`src/design/hpt_pkg.sv`:
```
// Shared types and constants for the homogeneous point transform unit.
`timescale 1ns / 1ps
package hpt_pkg;
  localparam int COEF_W = 32;             // one Q.F matrix coefficient or coordinate
  localparam int REG_W  = 64;             // one configuration register (two coefficients)
  localparam int NREG   = 8;              // two registers per matrix row
  localparam int IDX_W  = 3;              // register index width
  localparam int PROD_W = 64;             // exact 32x32 signed product
  localparam int SUM_W  = 66;             // exact signed sum of four products
  localparam int MAG_W  = 65;             // magnitude of a row sum
  localparam int Q_W    = 33;             // quotient bits formed by the divider
  localparam int NLANE  = 3;              // x, y, z

  // One classified item passed from the front end to the divider
  typedef struct packed {
    logic signed [SUM_W-1:0] sx;
    logic signed [SUM_W-1:0] sy;
    logic signed [SUM_W-1:0] sz;
    logic [MAG_W-1:0]        den;         // |w| when dividing, 2^(2F) otherwise
    logic                    w_neg;
    logic                    divide;
  } entry_t;
endpackage

```
`src/design/hpt_queue.sv`:
```
// Short item queue between the front end and the divider.
`timescale 1ns / 1ps
module hpt_queue #(
  parameter int DEPTH = 4
) (
  input  logic            clk,
  input  logic            rst_n,
  input  logic            push,
  input  hpt_pkg::entry_t push_entry,
  output logic            full,
  input  logic            pop,
  output logic            not_empty,
  output hpt_pkg::entry_t head
);
  import hpt_pkg::*;

  localparam int PW = (DEPTH > 1) ? $clog2(DEPTH) : 1;
  localparam int CW = $clog2(DEPTH + 1);

  entry_t        mem_r [DEPTH];
  logic [PW-1:0] wp_r, rp_r;
  logic [CW-1:0] cnt_r;

  assign full      = (cnt_r == CW'(DEPTH));
  assign not_empty = (cnt_r != '0);
  assign head      = mem_r[rp_r];

  // Move pointers and count
  always_ff @(posedge clk) begin
    if (!rst_n) begin
      wp_r  <= '0;
      rp_r  <= '0;
      cnt_r <= '0;
    end else begin
      if (push) wp_r <= (wp_r == PW'(DEPTH - 1)) ? '0 : wp_r + PW'(1);
      if (pop)  rp_r <= (rp_r == PW'(DEPTH - 1)) ? '0 : rp_r + PW'(1);
      cnt_r <= cnt_r + CW'(push) - CW'(pop);
    end
  end

  // Store the item
  always_ff @(posedge clk) begin
    if (push) mem_r[wp_r] <= push_entry;
  end
endmodule

```
`config.mk`:
```
export PLATFORM = sky130hd
export DESIGN_NAME = hpt_queue
export DESIGN_NICKNAME = d
export VERILOG_FILES = /design/src/design/hpt_pkg.sv /design/src/design/hpt_queue.sv
export SDC_FILE = /design/constraint.sdc
export NUM_CORES = 1
export LEC_CHECK = 0
export ABC_AREA = 1
export BUFFER_PORTS_ARGS = -buffer_cell sky130_fd_sc_hd__buf_2
export CAP_MARGIN = 0
export CORE_ASPECT_RATIO = 1.5
export CORE_UTILIZATION = 40
export CTS_BUF_LIST = sky130_fd_sc_hd__clkbuf_4 sky130_fd_sc_hd__clkbuf_8
export DETAILED_ROUTE_END_ITERATION = 16
export HOLD_SLACK_MARGIN = 0.1
export PLACE_DENSITY = 0.68
export SLEW_MARGIN = 20
export SYNTH_ARGS = -nofsm -noshare
export SYNTH_HDL_FRONTEND = slang
export SYNTH_SLANG_ARGS = --single-unit
```
`constraint.sdc`:
```
create_clock -name clk -period 7.4 [get_ports clk]
set_input_delay 1.48 -clock clk [delete_from_list [all_inputs] [get_ports clk]]
set_output_delay 1.48 -clock clk [all_outputs]
set_load 0.005 [all_outputs]
```
== Yosys cells after proc, flatten, opt, wreduce, memory -nomap -nowiden ==
Memory sizes are Yosys's and may differ from the RTL's. A register that Yosys moved wholly into a read port is not among the register bits.
Index checks and enable logic that the tools add are counted.
Storage, ports and cells
  memory bits (writable): 1060
  memories kept: 1
  register bits after elaboration: 7
  bits of input ports: 269
  logic and storage cells: 18
Cells by class
  mux-type cells: 6
  $add $sub $neg: 4
  reduce and logical (&&, ||, !) cells: 1
  eq/ne operators: 3
Memories
  mem_r: words 4, bits a word 265, rd ports 1, clocked after memory_dff 1, write ports 1, line hpt_queue.sv:20  | entry_t mem_r [DEPTH];
Operators with widths (count)
  two-way mux 2 bit: 4
  adder 2 x 1 -> 2 bit (second input constant): 2
  equality test 2 bit (second input constant): 2
  adder 3 x 1 -> 3 bit: 1
  equality test 3 bit (second input constant): 1
  nonzero test 3 bit: 1
  subtractor 3 x 1 -> 3 bit: 1
  two-way mux 1 bit: 2

== Logic depth before layout (Yosys ltp) ==
  depth in word-level cells: 4
  gate-level depth with buffers: 8

== Worst setup path after synthesis ==
No wires, ideal clock.
  kind: input port to flip-flop
  from: input port push
  to: memory mem_r[3][0] in the netlist's numbering, enable pin
  data required time: 6.783 ns
  setup slack: -0.127 ns
  path buffers: 1
  arrival time: 6.910 ns
  stages: 3
  setup time: 0.617 ns
  cells stage by stage: clkbuf_1 nand2_1 inv_1
Between the ends
  longest elaborated chain between the ends: 2
Ends and longest elaborated chain
  start, declared: line hpt_queue.sv:8  | input logic push,
  two-way mux 1 bit: line hpt_queue.sv:43  | if (push) mem_r[wp_r] <= push_entry;
  two-way mux 1 bit (implied by the code): line hpt_queue.sv:43
  end, declared: line hpt_queue.sv:20
No other way between the ends.

==> results.sh <==
export IMPL_fin_nets=3973
export IMPL_drtIter0Drc=1360
export IMPL_die_height_um=405
export IMPL_htreeDepth=4
export IMPL_first_global_vias=24200
export IMPL_die_area_sq_um=110000
export IMPL_overflow=0
export IMPL_cts_buffers=159
export IMPL_root_buffer="clkbuf_8"
export IMPL_start_util=0.404
export IMPL_drive_gt1_frac=0.285
export IMPL_timing_rr_end="mem_r[3][171]$_DFFE_PP_"
export IMPL_synth_top_cell_area_share=0.734
export IMPL_path_class="flop to output pin"
export IMPL_slew_headroom=0.0463
export IMPL_io_buffer_count=535
export IMPL_cp_start_kind="flop"
export IMPL_gp_congestion=0.760
export IMPL_synth_adder_area_share=0.00248
export IMPL_grt_usage=0.160
export IMPL_dp_cells=4949
export IMPL_p_sw_frac=0.241
export IMPL_finalHoldViolCount=0
export IMPL_grt_pass1_wl_um=135000
export IMPL_cts_tree="yes"
export IMPL_synth_xor_area_share=0.000202
export IMPL_r2r_worst_path_cells=5
export IMPL_power_density_nw_per_um2=260
export IMPL_netlist_area_sq_um=43300
export IMPL_synth_warnings=0
export IMPL_fin_crit_sh=0.670
export IMPL_synthTopCellsByArea="edfxtp_1 73%, o211ai_2 7.6%, inv_1 4.7%"
export IMPL_synth_compound_area_frac=0.138
export IMPL_cts_setup_buffers=0
export IMPL_synth_top_cell_by_area="edfxtp_1"
export IMPL_worst_pin_slew_ns=1.43
export IMPL_fill_cells=9362
export IMPL_clock_path_buffers=3
export IMPL_syn_nets=3428
export IMPL_ios=536
export IMPL_setup_viol=0
export IMPL_worstPathRequired_ns=5.92
export IMPL_synth_top_family_by_area="compound AO/OA/AOI/OAI gates"
export IMPL_synth_distinct_cells=18
export IMPL_skew_ns=0.0287
export IMPL_sequentialPowerShare=0.538
export IMPL_crit_end="head[211]"
export IMPL_routed_via_density=4.76
export IMPL_syn_inst=3151
export IMPL_avgSynthCellArea_sq_um=13.8
export IMPL_synthMuxAreaShare=0
export IMPL_hpwl_um=52300
export IMPL_ant_nets=0
export IMPL_holdCritPathClass="flop to flop"
export IMPL_fp_dieW_um=271
export IMPL_vias=25000
export IMPL_power_frac_comb=0.099
export IMPL_mostFrequentLayoutCells="1060 x edfxtp_1, 541 x inv_1, 541 x nand2_1, 535 x buf_2, 268 x a21oi_1"
export IMPL_synth_seq_area_share=0.739
export IMPL_r2r_setup_slack_ns=4.62
export IMPL_p_int_w=0.00992
export IMPL_routed_wl_um=88800
export IMPL_rsz0062_at_grt="no"
export IMPL_std_cell_rows=147
export IMPL_drv_cap=0
export IMPL_insertion_delay_ns=0.85
export IMPL_status="finished clean"
export IMPL_core_area_sq_um=107000
export IMPL_crit_path_max_fanout=175
export IMPL_area_growth_pct=16.0
export IMPL_irDropWorstVdd_uv=211
export IMPL_maxSlewViolCount=0
export IMPL_p_leak_nw=19.2
export IMPL_fmax_ghz=0.202
export IMPL_p_switching_w=0.00316
export IMPL_pwr_share_clk=0.362
export IMPL_cp_arrival_ns=3.48
export IMPL_hold_buffers=0
export IMPL_drt_first_pass_iters=4
export IMPL_antenna_found_initial=33
export IMPL_fin_cells=5250
export IMPL_clk_pin_slew_ns=0.06
export IMPL_crit_path_end_kind="output pin"
export IMPL_layout_commonest_cell="edfxtp_1"
export IMPL_drc=0
export IMPL_ys_ff_latch=1069
export IMPL_period_minus_slack_ns=4.96
export IMPL_cts_sinks=1069
export IMPL_wl_per_cell_um=16.9
export IMPL_cts_resized=0
export IMPL_grt_max_degree=233
export IMPL_yosys_area_share_simple=0.0478
export IMPL_r2r_start="wp_r[0]$_SDFFE_PN0P_"
export IMPL_final_setup_tns_ns=0
sequential cells by signal, indices dropped and copies added (netlist names), named ones only:
register and cells:
mem_r 1060, rp_r 2, cnt_r 3, wp_r 2
stage by stage:
step                hold slack [ns]  setup WS (ns)  utilization  power, W  area, sq um
finish                        0.531           2.44        0.469    0.0131        50300
global route                  0.575           2.10        0.469    0.0136        50200
CTS                           0.532           2.37        0.468    0.0133        50200
detailed placement            0.522           3.34        0.439   0.00849        47000
global placement              0.505           3.35        0.439   0.00846        47000
floorplan                     0.471           1.30            -   0.00794        43400
final cells by class:
type                       count  area, sq um  share of cell area
timing repair buffer         562         3040              0.0604
tap                         1415         1770              0.0352
clock inverter                65          514              0.0102
multi-input combinational   1359         8180               0.163
clock buffer                 217         2640              0.0525
inverter                     545         2060              0.0410
antenna                       18         45.0            0.000896
sequential                  1069        32000               0.637
power by group through the flow:
stage	clock [W]	sequential (W)	combinational, W
final	0.00474	0.00704	0.00130
after global placement	0	0.00716	0.00129
after detailed placement	0	0.00717	0.00132
after CTS	0.00490	0.00704	0.00132
after global routing	0.00513	0.00706	0.00145
after floorplan	0	0.00718	0.000761
critical path, stage by stage, from the launching register on:
cell	delay (ns)
dfxtp_4	1.03
buf_12	0.35
buf_16	0.51
a21oi_1	0.16
o21ai_0	0.12
nand2_1	0.10
buf_2	0.14
metal layers:
layer,vias up,part of all wire,GRT usage
met1,12000,0.38,0.181
met5,-,0.0016,0
met4,22,0.030,0.0780
li1,12100,-,-
met2,661,0.51,0.273
met3,187,0.069,0.0503
Yosys cell counts:
library cell,number
a21oi_1,268
buf_2,81
buf_4,17
buf_6,37
clkbuf_1,43
dfxtp_1,9
edfxtp_1,1060
fa_1,1
ha_1,7
inv_1,545
nand2_1,541
nand3_1,2
nor2_1,7
nor3_1,1
o211ai_2,265
o21ai_0,265
o21ai_1,1
xnor2_1,1
logic make-up (layout without fill, tap and decap cells):
family / Yosys count / after routing
and+or+nand+nor: 551 / 551
DFF: 1069 / 1069
adders and majority gates: 8 / 8
other: 0 / 18
xor gates and xnor gates: 1 / 1
AOI/OAI and AO/OA: 799 / 799
buffers and inverters: 723 / 1389
how the worst min path moves through the flow:
stage / from / end / slack, ns / depth (start not counted)
after CTS: rp_r[0]$_SDFFE_PN0P_ / flop / 0.53 / 2
after detailed placement: rp_r[0]$_SDFFE_PN0P_ / flop / 0.52 / 2
after global placement: rp_r[0]$_SDFFE_PN0P_ / flop / 0.50 / 2
after global routing: rp_r[0]$_SDFFE_PN0P_ / flop / 0.57 / 2
final: rp_r[0]$_SDFFE_PN0P_ / flop / 0.53 / 2
after floorplan: rp_r[0]$_SDFFE_PN0P_ / flop / 0.47 / 2
Note: power is estimated with default switching activity, not from simulation.
